==> src/rtl/core/lcdfb_pkg.sv <==
`timescale 1ns / 1ps

package lcdfb_pkg;

   // Default geometry of the panel
   localparam int COLUMNS_DEF = 96;
   localparam int ROWS_DEF    = 68;
   localparam int PAGES_DEF   = 9;

   // Request field widths
   localparam int CMD_W     = 3;
   localparam int COORD_W   = 7;
   localparam int BYTE_W    = 8;
   localparam int SHIFT_W   = 16;
   localparam int WORD_W    = 9;
   localparam int REQ_DATA_W = 40;

   // Request kinds carried in tuser
   localparam logic [CMD_W-1:0] CMD_SET_PIXEL = 3'd0;
   localparam logic [CMD_W-1:0] CMD_FILL      = 3'd1;
   localparam logic [CMD_W-1:0] CMD_INIT      = 3'd2;
   localparam logic [CMD_W-1:0] CMD_REFRESH   = 3'd3;
   localparam logic [CMD_W-1:0] CMD_TICK      = 3'd4;

   // Sequence lengths
   localparam int INIT_CMD_COUNT  = 7;
   localparam int INIT_DATA_COUNT = 100;
   localparam int REF_CMD_COUNT   = 3;

   typedef struct packed {
      logic start_init;
      logic start_ref;
      logic tick;
   } seq_ctrl_type;

   typedef struct packed {
      logic active;
      logic need_read;
   } seq_stat_type;

   typedef struct packed {
      logic serial_bit;
      logic word_start;
      logic sequence_end;
   } rsp_bits_type;

   function automatic logic [BYTE_W-1:0] init_cmd(input logic [2:0] idx);
      logic [BYTE_W-1:0] b;
      case (idx)
         3'd0:    b = 8'hE2;
         3'd1:    b = 8'hAF;
         3'd2:    b = 8'hA4;
         3'd3:    b = 8'h2F;
         3'd4:    b = 8'hB0;
         3'd5:    b = 8'h10;
         default: b = 8'h00;
      endcase
      return b;
   endfunction

   function automatic logic [BYTE_W-1:0] ref_cmd(input logic [1:0] idx);
      logic [BYTE_W-1:0] b;
      case (idx)
         2'd0:    b = 8'hB0;
         2'd1:    b = 8'h10;
         default: b = 8'h00;
      endcase
      return b;
   endfunction

endpackage

==> src/rtl/core/lcdfb_seq.sv <==
`timescale 1ns / 1ps

module lcdfb_seq
   import lcdfb_pkg::*;
#(
   parameter int COLUMNS = COLUMNS_DEF,
   parameter int PAGES   = PAGES_DEF
) (
   input  logic                               clock,
   input  logic                               reset,
   input  seq_ctrl_type                       ctrl,
   input  logic [$clog2(COLUMNS)-1:0]         rotation_new,
   input  logic                               invert,
   input  logic [BYTE_W-1:0]                  store_byte,
   output seq_stat_type                       stat,
   output logic [$clog2(PAGES*COLUMNS)-1:0]   rd_addr,
   output rsp_bits_type                       bits
);

   localparam int CLW    = $clog2(COLUMNS);
   localparam int AW     = $clog2(PAGES*COLUMNS);
   localparam int MAXCNT = (COLUMNS > INIT_DATA_COUNT) ? COLUMNS : INIT_DATA_COUNT;
   localparam int CW     = $clog2(MAXCNT + 1);
   localparam int PW     = $clog2(PAGES + 1);

   typedef enum logic [4:0] {
      PH_IDLE      = 5'b00001,
      PH_INIT_CMD  = 5'b00010,
      PH_INIT_DATA = 5'b00100,
      PH_REF_CMD   = 5'b01000,
      PH_REF_DATA  = 5'b10000
   } phase_type;

   phase_type          phase_ff, phase_in;
   logic [PW-1:0]      page_ff, page_in;
   logic [CW-1:0]      col_ff, col_in;
   logic [3:0]         bit_cnt_ff, bit_cnt_in;
   logic [WORD_W-1:0]  shifter_ff, shifter_in;
   logic [CLW-1:0]     rotation_ff, rotation_in;

   logic [WORD_W-1:0]  next_word;
   logic [WORD_W-1:0]  cur_word;
   logic [CW-1:0]      col_inc;
   logic [PW-1:0]      page_inc;
   logic               seq_end;
   logic [CLW:0]       col_sum;

   // Store address of the byte the current refresh word needs.
   always_comb begin
      col_sum = {1'b0, col_ff[CLW-1:0]} + {1'b0, rotation_ff};
      if (col_sum >= (CLW+1)'(COLUMNS)) begin
         col_sum = col_sum - (CLW+1)'(COLUMNS);
      end
      rd_addr = AW'(32'(page_ff) * 32'(COLUMNS) + 32'(col_sum));
   end

   always_comb begin
      case (phase_ff)
         PH_INIT_CMD: begin
            next_word = (col_ff < CW'(INIT_CMD_COUNT)) ? {1'b0, init_cmd(col_ff[2:0])} : '0;
         end
         PH_INIT_DATA: next_word = {1'b1, {BYTE_W{1'b0}}};
         PH_REF_CMD: begin
            next_word = (col_ff < CW'(REF_CMD_COUNT)) ? {1'b0, ref_cmd(col_ff[1:0])} : '0;
         end
         PH_REF_DATA:  next_word = {1'b1, invert ? ~store_byte : store_byte};
         default:      next_word = '0;
      endcase
      cur_word = (bit_cnt_ff == 4'd0) ? next_word : shifter_ff;
   end

   always_comb begin
      phase_in    = phase_ff;
      page_in     = page_ff;
      col_in      = col_ff;
      bit_cnt_in  = bit_cnt_ff;
      shifter_in  = shifter_ff;
      rotation_in = rotation_ff;
      col_inc     = col_ff + 1'b1;
      page_inc    = page_ff + 1'b1;
      seq_end     = 1'b0;

      if (ctrl.start_init || ctrl.start_ref) begin
         phase_in   = ctrl.start_init ? PH_INIT_CMD : PH_REF_CMD;
         page_in    = '0;
         col_in     = '0;
         bit_cnt_in = '0;
         shifter_in = '0;
         if (ctrl.start_ref) begin
            rotation_in = rotation_new;
         end
      end else if (ctrl.tick && phase_ff != PH_IDLE) begin
         shifter_in = {cur_word[WORD_W-2:0], 1'b0};
         bit_cnt_in = bit_cnt_ff + 1'b1;
         if (bit_cnt_ff == 4'(WORD_W - 1)) begin
            bit_cnt_in = '0;
            col_in     = col_inc;
            case (phase_ff)
               PH_INIT_CMD: begin
                  if (col_inc >= CW'(INIT_CMD_COUNT)) begin
                     phase_in = PH_INIT_DATA;
                     col_in   = '0;
                  end
               end
               PH_INIT_DATA: begin
                  seq_end = (col_inc >= CW'(INIT_DATA_COUNT));
               end
               PH_REF_CMD: begin
                  if (col_inc >= CW'(REF_CMD_COUNT)) begin
                     phase_in = PH_REF_DATA;
                     col_in   = '0;
                     page_in  = '0;
                  end
               end
               PH_REF_DATA: begin
                  if (col_inc >= CW'(COLUMNS)) begin
                     col_in  = '0;
                     page_in = page_inc;
                     seq_end = (page_inc >= PW'(PAGES));
                  end
               end
               default: seq_end = 1'b1;
            endcase
            if (seq_end) begin
               phase_in = PH_IDLE;
               page_in  = '0;
               col_in   = '0;
            end
         end
      end
   end

   always_ff @(posedge clock) begin
      if (reset) begin
         phase_ff    <= PH_IDLE;
         page_ff     <= '0;
         col_ff      <= '0;
         bit_cnt_ff  <= '0;
         shifter_ff  <= '0;
         rotation_ff <= '0;
      end else begin
         phase_ff    <= phase_in;
         page_ff     <= page_in;
         col_ff      <= col_in;
         bit_cnt_ff  <= bit_cnt_in;
         shifter_ff  <= shifter_in;
         rotation_ff <= rotation_in;
      end
   end

   assign stat.active       = (phase_ff != PH_IDLE);
   assign stat.need_read    = (phase_ff == PH_REF_DATA) && (bit_cnt_ff == 4'd0);
   assign bits.serial_bit   = cur_word[WORD_W-1];
   assign bits.word_start   = (bit_cnt_ff == 4'd0);
   assign bits.sequence_end = seq_end;

endmodule

==> config.mk <==
export PLATFORM = sky130hd
export DESIGN_NAME = lcdfb_seq
export DESIGN_NICKNAME = d
export VERILOG_FILES = /design/src/rtl/core/lcdfb_pkg.sv /design/src/rtl/core/lcdfb_seq.sv
export SDC_FILE = /design/constraint.sdc
export NUM_CORES = 1
export LEC_CHECK = 0
export BUFFER_PORTS_ARGS = -buffer_cell sky130_fd_sc_hd__buf_2
export CAP_MARGIN = 20
export CORE_MARGIN = 5
export CORE_UTILIZATION = 53
export CTS_CLUSTER_DIAMETER = 30
export DETAILED_ROUTE_END_ITERATION = 6
export GPL_TIMING_DRIVEN = 0
export PLACE_DENSITY = 0.77
export SETUP_SLACK_MARGIN = 0.3
export SLEW_MARGIN = 15
export SYNTH_ARGS = -nofsm -noshare
export SYNTH_HDL_FRONTEND = slang
export SYNTH_SLANG_ARGS = --single-unit
==> constraint.sdc <==
create_clock -name clock -period 4.6 [get_ports clock]
set_input_delay 1.38 -clock clock [delete_from_list [all_inputs] [get_ports clock]]
set_output_delay 1.38 -clock clock [all_outputs]
set_load 0.02 [all_outputs]
**After elaboration in Yosys (flattened, before gate mapping)**

Cells that the tools add are included.

- Bits in registers: 35
- Word-level logic and storage cells: 88

- Magnitude comparators: 8
- Bitwise gates (word level): 1
- Multiplexer cells: 34
- Reduce and logical (&&, ||, !) cells: 16
- Equal/unequal tests: 16
- Multiply operators: 1
- Add/sub/neg operators: 6

Operators with widths:

| cell | count |
|---|---|
| $pmux W8 S6 | 1 |
| $pmux W9 S4 | 1 |
| $mux W8 | 4 |
| $mux W5 | 6 |
| $mux W7 | 4 |
| $pmux W7 S3 | 1 |
| $mux W4 | 5 |
| $pmux W8 S2 | 1 |
| $ge A7 B7 Y1 const B | 2 |
| $add A10 B8 Y10 | 1 |
| $pmux W5 S2 | 1 |
| $reduce_and A5 Y1 | 2 |
| $mux W9 | 1 |
| $add A4 B1 Y4 const B | 2 |
| $add A7 B7 Y8 | 1 |
| $ge A8 B7 Y1 const B | 1 |
| $ne A4 B4 Y1 const B | 2 |
| $not A8 Y8 | 1 |
| $pmux W4 S2 | 1 |
| $sub A8 B7 Y8 const B | 1 |
| $add A7 B1 Y7 const B | 1 |
| $ge A7 B2 Y1 const B | 1 |
| $ge A7 B3 Y1 const B | 1 |
| $lt A7 B2 Y1 const B | 1 |
| 27 further kinds | 39 |

**Depth between registers and ports, before layout**

- Word-level depth: 11
- Depth in mapped cells: 14

**Worst setup path before layout**

OpenSTA, ideal clock, no wires.

- Path kind: flip-flop to output port
- Start: register col_ff[1]
- End: output rd_addr[9]
- Stages on the path, launching flop included: 14
- Slack: -141 ps
- Data arrival time: 3361 ps
- Required time: 3220 ps
- Cells stage by stage: dfxtp_1 > buf_2 > inv_1 > fa_1 > nor2b_1 > o21ai_0 > a2111oi_0 > a211o_1 > ha_1 > o21a_1 > fa_1 > a21o_1 > nand2_1 > xor3_1

- Longest elaborated chain between the ends: 4
- Elaborated cells between the ends (all ways): 5
- Classes of those cells: 3 x add/sub; 1 x order compare; 1 x mux

RTL lines:

| element | line | text |
|---|---|---|
| start, declared | lcdfb_seq.sv:36 | `logic [CW-1:0] col_ff, col_in;` |
| start signal, assigned | lcdfb_seq.sv:144 | `col_ff <= col_in;` |
| $add A7 B7 Y8 (*) | lcdfb_seq.sv:50 | `col_sum = {1'b0, col_ff[CLW-1:0]} + {1'b0, rotation_ff};` |
| $sub A8 B7 Y8 or $ge A8 B7 Y1 (tied branches) | lcdfb_seq.sv:52, lcdfb_seq.sv:51 |  |
| $mux W8 (*) | lcdfb_seq.sv:51 | `if (col_sum >= (CLW+1)'(COLUMNS)) begin` |
| $add A10 B8 Y10 (*) | lcdfb_seq.sv:54 | `rd_addr = AW'(32'(page_ff) * 32'(COLUMNS) + 32'(col_sum));` |
| end, declared | lcdfb_seq.sv:16 | `output logic [$clog2(PAGES*COLUMNS)-1:0] rd_addr,` |

Every way passes the cells marked *; elsewhere a longest branch is shown, timed or not.

**Final worst setup path**

Same ends and word-level chain as after synthesis.

==> flow_summary.yaml <==
run_status:
  status: "complete, but fails checks"
  violations: "setup timing"
timing:
  finalMaxSlewViolations: 0
  setup_slack_ns: -0.1320
  tightest_slew_ns: 0.9543
  rsz0062_at_grt: "true"
  max_slew_margin_pct: 35.89
  finalCritPeriodShare_pct: 102.9
  min_period_ns: 4.732
  fin_worst_skew_ns: 0.006745
  hold_viol_final: 0
  max_freq_ghz: 0.2113
  hold_slack_ns: 0.4578
  finalSetupViolations: 3
place:
  placed_area_um2: 3113
  hpwl_mm: 5.424
  routabilityCongestion: 0.8677
  place_inst: 467
  port_buffers: 34
final_layout:
  final_nets: 463
  syn2layout_area_growth_pct: 20.95
  seq_area_um2: 709.4
  final_common_cell: "nor2_1"
  drive_above_1_share_pct: 21.34
  mostFrequentLayoutCells: "38 x nor2_1, 35 x buf_2, 32 x dfxtp_1"
  finalNonFillerCells: 487
  fin_area_um2: 3431
  multi_input_area_um2: 2053
  fin_util_pct: 66.75
  fillers: 451
  insertedDiodeCount: 0
detailed_routing:
  route.detailed.drc: 0
  vias_per_cell: 5.797
  routedWlPerCell_um: 14.84
  ant_nets: 0
  dr.pass1.iters: 4
  finalWirelength_mm: 7.228
  drt-initial-drc-count: 207
  via_count: 2823
power:
  p_sw_share_pct: 25.63
  switching_power_mw: 0.1772
  seq_power_share_pct: 45.6
  leakage_nw: 1.418
  combPwrFrac_pct: 16.0
  p_clk_share_pct: 38.4
  total_power_mw: 0.6916
  powerDensity_nw_per_um2: 201.6
  vdd_drop_max_uv: 166.4
  internal-power_mw: 0.5144
synthesis:
  ys_ff_latch: 35
  synth_xor_area_share_pct: 7.631
  synth_seq_area_share_pct: 24.70
  syn_nets: 408
  synth_mux_area_share_pct: 2.823
  ys_types: 59
  synthFlopType: "dfxtp_1"
  synth_top_family_by_area: "simple AND/OR/NAND/NOR gates"
  synth_adder_area_share_pct: 11.82
  synth_area_um2: 2836
  synth.avg_cell_area_um2: 7.836
  yosys_warnings: 0
  yosys.area_share.simple_pct: 23.64
  synthCells: 362
  async_flop_share_pct: 0
  synth-compound-area-share_pct: 23.29
  synth_edf_count: 0
floorplanning:
  die_h_um: 83.16
  rows: 26
  start_util_pct: 55.18
  dieArea_um2: 6915
  die_x_um: 83.16
  core_um2: 5140
  ios: 36
clocking:
  clock_path_buffers: 2
  clk_latency_ns: 0.28
  clk_pin_slew_ns: 0.07
  cts_hold_buf: 0
  clock-sinks: 35
  cts_tree: "yes"
  htreeDepth: 2
  cts_root_buf: "clkbuf_8"
  cts_made_buffers: 5
worst_setup_path:
  end_kind: "output pin"
  cp.arrival_ns: 3.35
  required_ns: 3.22
  critPathLaunchType: "flip-flop"
  crit_fanout: 4
  setup.worst_path.class: "flip-flop to output pin"
grt:
  busiest_layer: "met2"
  grt_max_degree: 11
  grt_first_pass_wirelength_mm: 12.25
  grtUsageTotal_pct: 20.79
  grt_antenna_before_repair: 0
  gr-total-overflow: 0
  gr-usage-met3_pct: 4.257
  grtUsageMet1_pct: 25.26
  grt_pass1_vias: 2764
  use_met2_pct: 36.66
flow_run:
  max_cap_violations: 0
worst_hold_path:
  hold_path_class: "flip-flop to flip-flop"
## power by group through the flow
stage	registers (mW)	logic, mW	clock network, mW
5_1_grt	0.316	0.123	0.288
3_3_place_gp	0.323	0.0962	0
4_1_cts	0.315	0.105	0.268
2_1_floorplan	0.321	0.0705	0
6_report	0.316	0.111	0.266
3_5_place_dp	0.323	0.0993	0
## area by class of cell
type	instances	area share [%]
repair buffers	48	8.643
multi-input cells	286	59.85
clock buffers	6	2.115
clock inverters	1	0.8753
plain buffers	18	2.699
inverters	23	2.589
flip-flops and latches	35	20.68
well taps	70	2.553
## worst paths after layout
kind | startpoint | end | slack, ns | depth (start not counted)
hold reg to reg | shifter_ff[8] | shifter_ff[8] | 0.46 | 2
setup reg to reg | col_ff[0] | col_ff[5] | 1.96 | 9
setup / recovery | col_ff[1] | rd_addr[9] | -0.13 | 14
hold / removal | shifter_ff[8] | shifter_ff[8] | 0.46 | 2
## worst max-delay path, cell delays in order (launching register included)
cell	delay, ns
dfxtp_4	0.37
buf_6	0.10
inv_4	0.04
fa_2	0.39
nor2b_2	0.14
o21ai_2	0.08
a21o_1	0.16
a211o_1	0.29
ha_1	0.31
o21a_1	0.20
fa_2	0.35
a21o_1	0.16
nand2_1	0.07
xor3_2	0.25
buf_6	0.14
## state kept, by name, summed over array words and instances (netlist names)
register and flops:
page_ff 4, col_ff 7, shifter_ff 8, bit_cnt_ff 4
rotation_ff 7, phase_ff 5
## layer usage
layer / vias up / wire length [um]
met5: - / 0
met4: 0 / 106
met3: 14 / 340
met2: 68 / 3560
met1: 1315 / 3221
li1: 1426 / -
## synthesized netlist by cell type, types with 3 or more instances
| cell | number | area share, % |
|---|---|---|
| nor2_1 | 38 | 5.0 |
| dfxtp_1 | 35 | 25 |
| nand2_1 | 30 | 4.0 |
| o21ai_0 | 25 | 4.4 |
| a21oi_1 | 23 | 4.1 |
| inv_1 | 23 | 3.0 |
| ha_1 | 22 | 9.7 |
| xnor2_1 | 19 | 5.9 |
| nor3_1 | 9 | 1.6 |
| mux2i_1 | 8 | 2.8 |
| nand3_1 | 8 | 1.4 |
| clkbuf_1 | 7 | 0.93 |
| buf_2 | 6 | 1.1 |
| o2111ai_1 | 6 | 1.9 |
| o22ai_1 | 6 | 1.3 |
| a21o_1 | 5 | 1.3 |
| a221oi_1 | 5 | 1.5 |
| nand4_1 | 5 | 1.1 |
| and2_1 | 4 | 0.88 |
| nor2b_1 | 4 | 0.88 |
| nor4_1 | 4 | 0.88 |
| o211ai_1 | 4 | 1.1 |
| or3_1 | 4 | 0.88 |
| buf_4 | 3 | 0.79 |
| fa_1 | 3 | 2.1 |
| nand2b_1 | 3 | 0.66 |
| nand4b_1 | 3 | 0.93 |
| o31ai_1 | 3 | 0.79 |
| xor2_1 | 3 | 0.93 |
## what timing repair did
| item | in CTS | in global routing |
|---|---|---|
| endpoints found under the hold margin | 0 | 0 |
| pin swaps | 9 | 15 |
| endpoints found under the setup margin | 4 | 6 |
| gates resized for setup | 19 | 11 |
| buffers inserted | 8 | 5 |
## metrics by stage
| stage | setup slack [ns] | setup TNS (ns) |
|---|---|---|
| floorplan | 0.3125 | 0 |
| global placement | 0.04835 | 0 |
| detailed placement | -0.03606 | -0.03606 |
| CTS | -0.2122 | -0.4179 |
| global route | -0.3179 | -0.7613 |
| finish | -0.1320 | -0.2772 |
## logic make-up (layout without fill, tap and decap cells)
| logic type | count (synthesis) | count (layout) |
|---|---|---|
| fa+ha+maj | 25 | 25 |
| compound gates | 100 | 100 |
| buf+inv | 41 | 96 |
| xor+xnor | 23 | 23 |
| mux | 8 | 8 |
| simple gates | 130 | 130 |
| flops | 35 | 35 |
No activity file was read; power rests on OpenSTA's default activity.
