$ cat config.mk
export PLATFORM = sky130hd
export DESIGN_NAME = lcdfb_modred
export DESIGN_NICKNAME = d
export VERILOG_FILES = /design/src/rtl/core/lcdfb_pkg.sv /design/src/rtl/core/lcdfb_modred.sv
export SDC_FILE = /design/constraint.sdc
export NUM_CORES = 1
export LEC_CHECK = 0
export ABC_CLOCK_PERIOD_IN_PS = 2500
export BUFFER_PORTS_ARGS = -buffer_cell sky130_fd_sc_hd__buf_4
export CAP_MARGIN = 20
export CELL_PAD_IN_SITES_DETAIL_PLACEMENT = 0
export CELL_PAD_IN_SITES_GLOBAL_PLACEMENT = 2
export CORE_MARGIN = 2
export CORE_UTILIZATION = 25
export CTS_CLUSTER_DIAMETER = 80
export DETAILED_ROUTE_END_ITERATION = 8
export PLACE_DENSITY_LB_ADDON = 0.25
export SLEW_MARGIN = 30
export SYNTH_ARGS = -nofsm -noshare
export SYNTH_HDL_FRONTEND = slang
export SYNTH_SLANG_ARGS = --single-unit
$ cat constraint.sdc
create_clock -name clock -period 2.5 [get_ports clock]
set_input_delay 0.5 -clock clock [delete_from_list [all_inputs] [get_ports clock]]
set_output_delay 0.5 -clock clock [all_outputs]
set_load 0.01 [all_outputs]
$ cat src/rtl/core/lcdfb_pkg.sv
`timescale 1ns / 1ps

package lcdfb_pkg;

   // Default geometry of the panel
   localparam int COLUMNS_DEF = 96;
   localparam int ROWS_DEF    = 68;
   localparam int PAGES_DEF   = 9;

   // Request field widths
   localparam int CMD_W     = 3;
   localparam int COORD_W   = 7;
   localparam int BYTE_W    = 8;
   localparam int SHIFT_W   = 16;
   localparam int WORD_W    = 9;
   localparam int REQ_DATA_W = 40;

   // Request kinds carried in tuser
   localparam logic [CMD_W-1:0] CMD_SET_PIXEL = 3'd0;
   localparam logic [CMD_W-1:0] CMD_FILL      = 3'd1;
   localparam logic [CMD_W-1:0] CMD_INIT      = 3'd2;
   localparam logic [CMD_W-1:0] CMD_REFRESH   = 3'd3;
   localparam logic [CMD_W-1:0] CMD_TICK      = 3'd4;

   // Sequence lengths
   localparam int INIT_CMD_COUNT  = 7;
   localparam int INIT_DATA_COUNT = 100;
   localparam int REF_CMD_COUNT   = 3;

   typedef struct packed {
      logic start_init;
      logic start_ref;
      logic tick;
   } seq_ctrl_type;

   typedef struct packed {
      logic active;
      logic need_read;
   } seq_stat_type;

   typedef struct packed {
      logic serial_bit;
      logic word_start;
      logic sequence_end;
   } rsp_bits_type;

   function automatic logic [BYTE_W-1:0] init_cmd(input logic [2:0] idx);
      logic [BYTE_W-1:0] b;
      case (idx)
         3'd0:    b = 8'hE2;
         3'd1:    b = 8'hAF;
         3'd2:    b = 8'hA4;
         3'd3:    b = 8'h2F;
         3'd4:    b = 8'hB0;
         3'd5:    b = 8'h10;
         default: b = 8'h00;
      endcase
      return b;
   endfunction

   function automatic logic [BYTE_W-1:0] ref_cmd(input logic [1:0] idx);
      logic [BYTE_W-1:0] b;
      case (idx)
         2'd0:    b = 8'hB0;
         2'd1:    b = 8'h10;
         default: b = 8'h00;
      endcase
      return b;
   endfunction

endpackage

$ cat src/rtl/core/lcdfb_modred.sv
`timescale 1ns / 1ps

module lcdfb_modred
   import lcdfb_pkg::*;
#(
   parameter int COLUMNS = COLUMNS_DEF
) (
   input  logic                       clock,
   input  logic                       reset,
   input  logic                       load,
   input  logic [SHIFT_W-1:0]         value,
   output logic [$clog2(COLUMNS)-1:0] remainder,
   output logic                       done
);

   localparam int CLW = $clog2(COLUMNS);
   localparam int CNW = $clog2(SHIFT_W);

   logic [SHIFT_W-1:0] shreg_ff, shreg_in;
   logic [CLW-1:0]     rem_ff, rem_in;
   logic [CNW-1:0]     cnt_ff, cnt_in;
   logic               busy_ff, busy_in;
   logic               done_ff, done_in;
   logic [CLW:0]       trial;

   // Restoring reduction, one bit of the value per cycle, most significant first.
   always_comb begin
      shreg_in = shreg_ff;
      rem_in   = rem_ff;
      cnt_in   = cnt_ff;
      busy_in  = busy_ff;
      done_in  = 1'b0;
      trial    = {rem_ff, shreg_ff[SHIFT_W-1]};
      if (trial >= (CLW+1)'(COLUMNS)) begin
         trial = trial - (CLW+1)'(COLUMNS);
      end
      if (load) begin
         shreg_in = value;
         rem_in   = '0;
         cnt_in   = '0;
         busy_in  = 1'b1;
      end else if (busy_ff) begin
         rem_in   = trial[CLW-1:0];
         shreg_in = {shreg_ff[SHIFT_W-2:0], 1'b0};
         cnt_in   = cnt_ff + 1'b1;
         if (cnt_ff == CNW'(SHIFT_W - 1)) begin
            busy_in = 1'b0;
            done_in = 1'b1;
         end
      end
   end

   always_ff @(posedge clock) begin
      if (reset) begin
         busy_ff <= 1'b0;
         done_ff <= 1'b0;
         cnt_ff  <= '0;
      end else begin
         busy_ff <= busy_in;
         done_ff <= done_in;
         cnt_ff  <= cnt_in;
      end
      shreg_ff <= shreg_in;
      rem_ff   <= rem_in;
   end

   assign remainder = rem_ff;
   assign done      = done_ff;

endmodule

# Word level (Yosys, flattened, before mapping)
# Cells that the tools add are included.
# totals
regBits	29
input_bits	19
output_inout_bits	8
word_cells	20
# classes
add_sub_neg	2
order_cmp	1
eq_ne	1
n_mux	7
bitwise_logic	1
n_reduce_logical	3
# ops
cell	n
$mux W16	2
$ge A8 B7 Y1 const B	1
$mux W7	1
$sub A7 B7 Y7 const B	1
$add A4 B1 Y4 const B	1
$eq A4 B4 Y1 const B	1
$mux W1	4
$reduce_or A3 Y1	1
$reduce_bool A2 Y1	1
$reduce_or A2 Y1	1
$not A1 Y1	1

# Logic depth before layout (Yosys ltp)
# Gate-level depths: netlist of the first run.
# depth
ltp_word	4
depth_mapped	4

# Least setup slack after synthesis of the first run
# Ideal clock, no wire load.
# synth_timing
kind	input to register
from	in load
to	reg shreg_ff[0], enable pin
arrival_time_ps	1206
path_slack_ps	921
cell_stages	3
path_buffers	2
cell_sequence	buf_6 > buf_2 > or2_1
# synth_between
elab_chain_len	1
# synth_lines
element	line	source
from (decl)	lcdfb_modred.sv:10	input logic load,
$reduce_bool A2 Y1 (no line)	-	
to (signal assigned)	lcdfb_modred.sv:63	shreg_ff <= shreg_in;
to (decl)	lcdfb_modred.sv:19	logic [SHIFT_W-1:0] shreg_ff, shreg_in;
# No other way between the ends.
# A chain may end at the register's enable or synchronous reset.

# Worst setup path after layout of the first run
# layout_timing
from	in load
to	reg shreg_ff[2], enable pin
# Same word-level chain as after synthesis.

==> results of run 1 <==
-- worst max path at each step --
stage | end | slack [ns] | cells past startpoint | from
global placement | shreg_ff[5] | 0.70 | 2 | load
floorplan | shreg_ff[0] | 0.92 | 3 | load
global route | shreg_ff[6] | 0.88 | 2 | load
CTS | shreg_ff[10] | 0.94 | 2 | load
detailed placement | shreg_ff[5] | 0.63 | 2 | load
finish | shreg_ff[2] | 0.99 | 2 | load
-- power by group through the flow --
| stage | Clock (mW) | Combinational (mW) | Sequential, mW |
|---|---|---|---|
| finish | 0.359 | 0.102 | 0.556 |
| floorplan | 0 | 0.0745 | 0.562 |
| CTS | 0.378 | 0.105 | 0.557 |
| global placement | 0 | 0.102 | 0.566 |
| detailed placement | 0 | 0.104 | 0.566 |
| global route | 0.400 | 0.112 | 0.560 |
-- per-stage QoR --
step / std cells / setup WS [ns]
4_1_cts: 184 / 0.942
2_1_floorplan: 91 / 0.921
3_3_place_gp: 176 / 0.704
6_report: 184 / 0.986
5_1_grt: 184 / 0.885
3_5_place_dp: 176 / 0.631
-- area by class of cell --
class                   instances  area (um2)  share of cell area, %
flip-flops and latches         29         741                   47.7
repair buffers                 27         203                   13.1
inverters                       1        3.75                  0.242
multi-input cells              52         442                   28.4
clock buffers                   8        80.1                   5.16
well taps                      67        83.8                   5.40
-- layer usage --
metal  up-vias  part of all wire, %  global-route usage, %  wire [um]
met2        16                   50                   12.4       1050
met1       334                   45                   10.8        950
met3         4                  4.3                   5.62         90
li1        364                    -                      -          -
met5         -                    0                      0          0
met4         0                 0.99                   2.98         21
-- flip-flops by register name, indices dropped and copies added (netlist names) --
signal / flops
done: 1
busy_ff: 1
remainder: 7
shreg_ff: 16
cnt_ff: 4
-- cell usage in the layout (no fill, tap or decap), types with 2 or more instances in the layout --
| cell | n |
|---|---|
| mux2_2 | 5 |
| nor2_1 | 11 |
| mux2i_1 | 6 |
| a21oi_1 | 2 |
| dfxtp_1 | 13 |
| edfxtp_1 | 16 |
| clkbuf_1 | 3 |
| clkbuf_8 | 5 |
| nand2_1 | 3 |
| buf_4 | 27 |
| o21ai_0 | 2 |
| xor2_1 | 2 |
| mux2_4 | 10 |
-- cell families (layout without fill, tap and decap cells) --
group	count (synthesis)	count (layout)	synth area share [%]
AND/OR/NAND/NOR	22	22	8.64
multiplexers	21	21	21.2
buffers and inverters	10	36	6.16
AO/OA/AOI/OAI	5	5	2.18
XOR/XNOR	3	3	2.09
flip-flops	29	29	58.8
adder cells (fa/ha/maj)	1	1	0.993
==> impl_metrics.ini, run 1 <==
[min_path]
min_to = busy_ff
whs_path_depth = 2
hp-start = reset
hold_class = primary input to register

[detailed_routing]
ant_nets = 0
wl_per_cell_um = 11.5
drt_iter0_drc = 39
vias_per_cell = 3.90
vias = 718
routed_wl_um = 2120
drcViolationCount = 0
dr.pass1.iters = 4

[critical_path]
worstSetupPathType = primary input to register
reg2reg_depth = 2
crit_chain = buf_4 -> or2_1
r2r_start = busy_ff
cpMaxStageDelayCell = or2_1
cp-end-kind = register
path_buf_inv = 1
required_ns = 2.40
arrival_ns = 1.42
startpoint_type = primary input
r2r_end = shreg_ff[2]
crit_family = simple AND/OR/NAND/NOR gates
critPathMaxFanout = 26
r2r_slack_ns = 1.03
cp_slowest_stage_delay_ns = 0.60

[timing]
period_minus_slack_ns = 1.51
whs_ns = 0.397
skew_ns = 0.00307
setup_viol = 0
hold_viol = 0
final.setup.tns_ns = 0
finalCritPeriodShare_pct = 60.5
clock.fmax_mhz = 661
rsz0062_at_grt = no
final_max_slew_viol_count = 0
slew_headroom_pct = 55.2
tightest_slew_ns = 0.672

[cells_and_area]
drive_above_1_share_pct = 41.9
fin_nets = 136
antenna-diode-count = 0
fillers = 493
finalInstanceArea_um2 = 1550
area_growth_pct = 23.2
fin_util_pct = 32.4

[clocking]
clock_path_buffers = 2
ctsResizeCount = 0
postCtsSetupRepairBufs = 0
cts-buffers-inserted = 5
ctsHtreeMaxLevel = 2
cts_hold_buffers = 0
clkTransAtPathRegs_ns = 0.06
clock-root-buffer = clkbuf_8
tritoncts = yes
worstSkewPairLatency_ns = 0.27
cts_sinks = 29

[synthesis]
synth-main-ff-cell = edfxtp_1
synth-seq-cells = 29
synthDistinctLibCells = 25
synthTopCellsByArea = edfxtp_1, dfxtp_1, mux2_4
synth_top_cell_area_share_pct = 38.1
syn_area_per_cell_um2 = 13.8
async_flop_share_pct = 0
syn_inst = 91
synthesis.area_um2 = 1260
syn_nets = 111
synth-edff-count = 16
yosysMostFrequentCell = edfxtp_1
yosysTopAreaCell = edfxtp_1
synth_warnings = 0
yosys-top-cells-count = edfxtp_1, dfxtp_1, nor2_1
ys_seq_area_share_pct = 58.8

[power]
power_frac_comb_pct = 10.0
p_seq_share_pct = 54.7
pwr-share-clk_pct = 35.3
p_switching_uw = 212
internal_power_uw = 804
ir_worst_vdd_mv = 0.218
p_leak_nw = 0.626
power_mw = 1.02
power.density_nw_per_um2 = 655
sw_frac_of_total_pct = 20.9

[global_routing]
first_global_vias = 745
grt_pass1_wl_um = 3500
grt_use_total_pct = 8.75
grt_overflow = 0
antenna_found_initial = 0
grt_max_degree = 27

[floorplanning]
rows = 25
start_util_pct = 26.3
io_pins = 27
fp.coreArea_um2 = 4790
die_x_um = 75.0
die_h_um = 75.0
dieArea_um2 = 5620

[placed_design]
numPortBuffers = 26
dp.final_hpwl_um = 1430
dpl_cell_area_um2 = 1470
gp_congestion = 0.708

[status]
status = completed

[run]
maxCapViolCount = 0
Note: power is estimated with default switching activity, not from simulation.
==> inputs of run 2 (changes only) <==
--- a/config.mk
+++ b/config.mk
@@ -5,7 +5,7 @@
 export SDC_FILE = /design/constraint.sdc
 export NUM_CORES = 1
 export LEC_CHECK = 0
-export ABC_CLOCK_PERIOD_IN_PS = 2500
+export ABC_CLOCK_PERIOD_IN_PS = 1200
 export BUFFER_PORTS_ARGS = -buffer_cell sky130_fd_sc_hd__buf_4
 export CAP_MARGIN = 20
 export CELL_PAD_IN_SITES_DETAIL_PLACEMENT = 0
==> constraint.sdc (replaced) <==
create_clock -name clock -period 1.2 [get_ports clock]
set_input_delay 0.24 -clock clock [delete_from_list [all_inputs] [get_ports clock]]
set_output_delay 0.24 -clock clock [all_outputs]
set_load 0.01 [all_outputs]
==> impl_metrics.ini, run 2 (synthesized netlist as in run 1, its figures left out) <==
[status]
status = completed

[timing]
slew_headroom_pct = 81.3
skew_ns = 0.00458
setup_viol = 0
tightest_slew_ns = 0.280
rsz0062_at_grt = no
finalCritPeriodShare_pct = 86.7
final.setup.tns_ns = 0
hold_viol = 0
final_max_slew_viol_count = 0
period_minus_slack_ns = 1.04
clock.fmax_mhz = 961

[placed_design]
dpl_cell_area_um2 = 1490
numPortBuffers = 26
gp_congestion = 0.654
dp.final_hpwl_um = 1470

[detailed_routing]
drt_iter0_drc = 23
routed_wl_um = 2120
vias = 714
ant_nets = 0
drcViolationCount = 0
dr.pass1.iters = 2
wl_per_cell_um = 11.4
vias_per_cell = 3.84

[clocking]
cts-buffers-inserted = 5
worstSkewPairLatency_ns = 0.27
cts_sinks = 29
ctsHtreeMaxLevel = 2
clkTransAtPathRegs_ns = 0.06
postCtsSetupRepairBufs = 0
ctsResizeCount = 0
clock_path_buffers = 2
tritoncts = yes
clock-root-buffer = clkbuf_8
cts_hold_buffers = 0

[critical_path]
path_buf_inv = 1
required_ns = 0.96
startpoint_type = register
worstSetupPathType = register to output port
cpMaxStageDelayCell = dfxtp_1
arrival_ns = 0.80
crit_chain = buf_4
r2r_slack_ns = 0.21
critPathMaxFanout = 5
cp-end-kind = output port
crit_family = flip-flops
cp_slowest_stage_delay_ns = 0.38

[floorplanning]
dieArea_um2 = 5620
start_util_pct = 26.3
io_pins = 27
die_h_um = 75.0
rows = 25
die_x_um = 75.0
fp.coreArea_um2 = 4790

[cells_and_area]
area_growth_pct = 24.7
antenna-diode-count = 0
layout_common_cells = buf_4, edfxtp_1, dfxtp_1
finalInstanceArea_um2 = 1570
largest_reg_flops = 16
final_common_cell = buf_4
top_register = shreg_ff
fillers = 496
fin_nets = 138
drive_above_1_share_pct = 44.5

[global_routing]
grt_overflow = 0
antenna_found_initial = 0
grt_use_total_pct = 8.58
grt_max_degree = 20
grt_pass1_wl_um = 3420
first_global_vias = 737

[power]
ir_worst_vdd_mv = 0.704
p_leak_nw = 0.641
power.density_nw_per_um2 = 1340

[min_path]
hold_class = primary input to register

[run]
maxCapViolCount = 0
==> run 2: where the power goes <==
part	internal [mW]	leakage (nW)	switching, mW
clock network	0.389	0.0430	0.345
registers	1.13	0.267	0.0256
logic	0.139	0.330	0.0821
total	1.66	0.641	0.453
==> run 2: cell type report <==
cell class | instances | area (um2) | share of cell area [%]
sequential | 29 | 741 | 47.1
multi-input combinational | 52 | 444 | 28.3
timing repair buffer | 29 | 218 | 13.9
tap | 67 | 83.8 | 5.33
clock buffer | 5 | 68.8 | 4.38
clock inverter | 3 | 12.5 | 0.796
inverter | 1 | 3.75 | 0.239
==> run 2: path summary, 6_finish.rpt <==
kind                                    from            to  cells past startpoint
worst max-delay path            remainder[4]  remainder[4]                      1
worst min-delay path                   reset       busy_ff                      2
worst min register to register     cnt_ff[3]          done                      2
worst max register to register  remainder[4]  remainder[5]                      3
==> run 2: worst register-to-register path: cells and delay by family, from the launching register on <==
kind | cells | cell delay (ns)
AOI/OAI and AO/OA | 2 | 0.34
DFF | 1 | 0.38
and+or+nand+nor | 1 | 0.18
==> run 2: per-layer routing <==
metal | track usage, % | wire, um | vias up
li1 | - | - | 367
met1 | 9.88 | 967 | 328
met2 | 13.0 | 991 | 14
met3 | 4.28 | 107 | 5
met4 | 4.76 | 49 | 0
met5 | 0 | 0 | -
==> run 2: stage by stage <==
step / hold WS, ns / std cells / setup WS, ns / util (%) / total power, mW
after floorplan: 0.312 / 91 / 0.0565 / - / 1.33
after global placement: 0.429 / 178 / 0.0528 / 31.1 / 1.40
after detailed placement: 0.418 / 178 / 0.0132 / 31.1 / 1.40
after CTS: 0.122 / 186 / 0.140 / 32.8 / 2.15
after global routing: 0.118 / 186 / 0.0909 / 32.8 / 2.22
final: 0.129 / 186 / 0.159 / 32.8 / 2.11
==> inputs of run 3 (changes only) <==
--- a/config.mk
+++ b/config.mk
@@ -5,6 +5,7 @@
 export SDC_FILE = /design/constraint.sdc
 export NUM_CORES = 1
 export LEC_CHECK = 0
+export ABC_AREA = 1
 export ABC_CLOCK_PERIOD_IN_PS = 1200
 export BUFFER_PORTS_ARGS = -buffer_cell sky130_fd_sc_hd__buf_4
 export CAP_MARGIN = 20
==> impl_metrics.ini, run 3 <==
[synthesis]
ys_seq_area_share_pct = 58.4
synthDistinctLibCells = 21
synth_compound_area_share_pct = 5.03
syn_area_per_cell_um2 = 9.33
synth_xor_area_share_pct = 0
yosysMostFrequentCell = nand2_1
synthesis.area_um2 = 1270
syn_inst = 136
yosys.area_share.simple_pct = 25.0
synth-seq-cells = 29
synthMuxAreaShare_pct = 0
synth_top_family_by_area = simple AND/OR/NAND/NOR gates
synth_top_cell_area_share_pct = 37.9
yosysTopAreaCell = edfxtp_1
synthAdderAreaFrac_pct = 0.986
syn_nets = 156
synthTopCellsByArea = edfxtp_1, dfxtp_1, nand2_1
synth-main-ff-cell = edfxtp_1
yosys-top-cells-count = nand2_1, edfxtp_1, dfxtp_1
synth_warnings = 0
async_flop_share_pct = 0
synth-edff-count = 16

[cells_and_area]
multi_input_area_um2 = 394
top_register = shreg_ff
finalInstanceArea_um2 = 1590
final_common_cell = nand2_1
fillers = 546
antenna-diode-count = 0
largest_reg_flops = 16
drive_above_1_share_pct = 26.8
layout_common_cells = nand2_1, buf_4, edfxtp_1
area_growth_pct = 25.4
fin_nets = 183
seqCellArea_um2 = 741

[global_routing]
grt_pass1_wl_um = 3970
grt_overflow = 0
grt_max_degree = 21
antenna_found_initial = 0
grt_use_total_pct = 9.55
first_global_vias = 939

[timing]
period_minus_slack_ns = 1.07
rsz0062_at_grt = no
hold_viol = 0
setup_viol = 0
slew_headroom_pct = 88.0
final.setup.tns_ns = 0
final_max_slew_viol_count = 0
skew_ns = 0.00637
tightest_slew_ns = 0.180
finalCritPeriodShare_pct = 88.9
clock.fmax_mhz = 938

[detailed_routing]
vias_per_cell = 3.91
drcViolationCount = 0
drt_iter0_drc = 37
ant_nets = 0
dr.pass1.iters = 4
wl_per_cell_um = 9.95
routed_wl_um = 2300
vias = 904

[min_path]
hold_class = primary input to register

[power]
power.density_nw_per_um2 = 1330
p_leak_nw = 0.694
power_mw = 2.11
ir_worst_vdd_mv = 0.491

[critical_path]
required_ns = 0.96
cpMaxStageDelayCell = dfxtp_1
path_buf_inv = 1
cp_slowest_stage_delay_ns = 0.41
arrival_ns = 0.83
worstSetupPathType = register to output port
crit_chain = buf_4
startpoint_type = register
crit_family = flip-flops
critPathMaxFanout = 5
cp-end-kind = output port

[floorplanning]
fp.coreArea_um2 = 4820
start_util_pct = 26.3
dieArea_um2 = 5660
die_x_um = 75.2
die_h_um = 75.2
rows = 25
io_pins = 27

[clocking]
cts_hold_buffers = 0
clock-root-buffer = clkbuf_8
cts-buffers-inserted = 5
postCtsSetupRepairBufs = 0
clock_path_buffers = 2
ctsHtreeMaxLevel = 2
clkTransAtPathRegs_ns = 0.06
ctsResizeCount = 0
worstSkewPairLatency_ns = 0.27
tritoncts = yes
cts_sinks = 29

[status]
status = completed

[placed_design]
dp.final_hpwl_um = 1630
gp_congestion = 0.742
numPortBuffers = 26
dpl_cell_area_um2 = 1510

[run]
maxCapViolCount = 0
[run 3: cell types whose count changed in the layout (fill, tap and decap cells not counted), moves of 3 or more]
| cell | previous run | this run |
|---|---|---|
| inv_1 | 1 | 8 |
| inv_2 | 0 | 3 |
| mux2_2 | 5 | 0 |
| mux2_4 | 10 | 0 |
| mux2i_1 | 6 | 0 |
| nand2_1 | 3 | 58 |
| nand3_1 | 1 | 6 |
| nor2_1 | 11 | 5 |
| o22ai_1 | 0 | 4 |
[run 3: final timing paths]
| path | from | to | slack [ns] | depth (start not counted) |
|---|---|---|---|---|
| worst min-delay path | reset | busy_ff | 0.15 | 2 |
| worst max-delay path | remainder[6] | remainder[6] | 0.13 | 1 |
| worst min register to register | remainder[3] | remainder[3] | 0.49 | 2 |
| worst max register to register | busy_ff | shreg_ff[1] | 0.17 | 3 |
[run 3: layout make-up]
cell class | count | area share [%]
Sequential cell | 29 | 46.5
Clock buffer | 7 | 4.80
Tap cell | 67 | 5.27
Multi-Input combinational cell | 86 | 24.8
Inverter | 12 | 3.14
Clock inverter | 1 | 0.236
Timing Repair Buffer | 29 | 15.3
[run 3: power breakdown]
group / leakage (nW) / switching, mW / internal (mW)
Clock: 0.0399 / 0.337 / 0.402
Combinational: 0.384 / 0.114 / 0.104
Sequential: 0.270 / 0.0244 / 1.13
[run 3: through the flow]
stage	instances	util [%]	hold WS (ns)	worst slack [ns]
final	231	33.0	0.150	0.133
after detailed placement	223	31.4	0.436	0.161
after CTS	231	33.0	0.138	0.131
after global placement	223	31.4	0.434	0.175
after global routing	231	33.0	0.132	0.0628
after floorplan	136	-	0.302	0.210
[run 3: cell families after synthesis]
| kind of cell | Yosys count |
|---|---|
| AO/OA/AOI/OAI | 11 |
| adder cells (fa/ha/maj) | 1 |
| buffers and inverters | 21 |
| flip-flops | 29 |
| AND/OR/NAND/NOR | 74 |
[run 3: layer usage]
| layer | wire, um | share of wire [%] | vias to the layer above | track usage (%) |
|---|---|---|---|---|
| li1 | - | - | 483 | - |
| met1 | 1130 | 49 | 393 | 11.8 |
| met2 | 1010 | 44 | 26 | 14.0 |
| met3 | 133 | 5.8 | 2 | 4.55 |
| met4 | 23 | 1.0 | 0 | 4.48 |
| met5 | 0 | 0 | - | 0 |
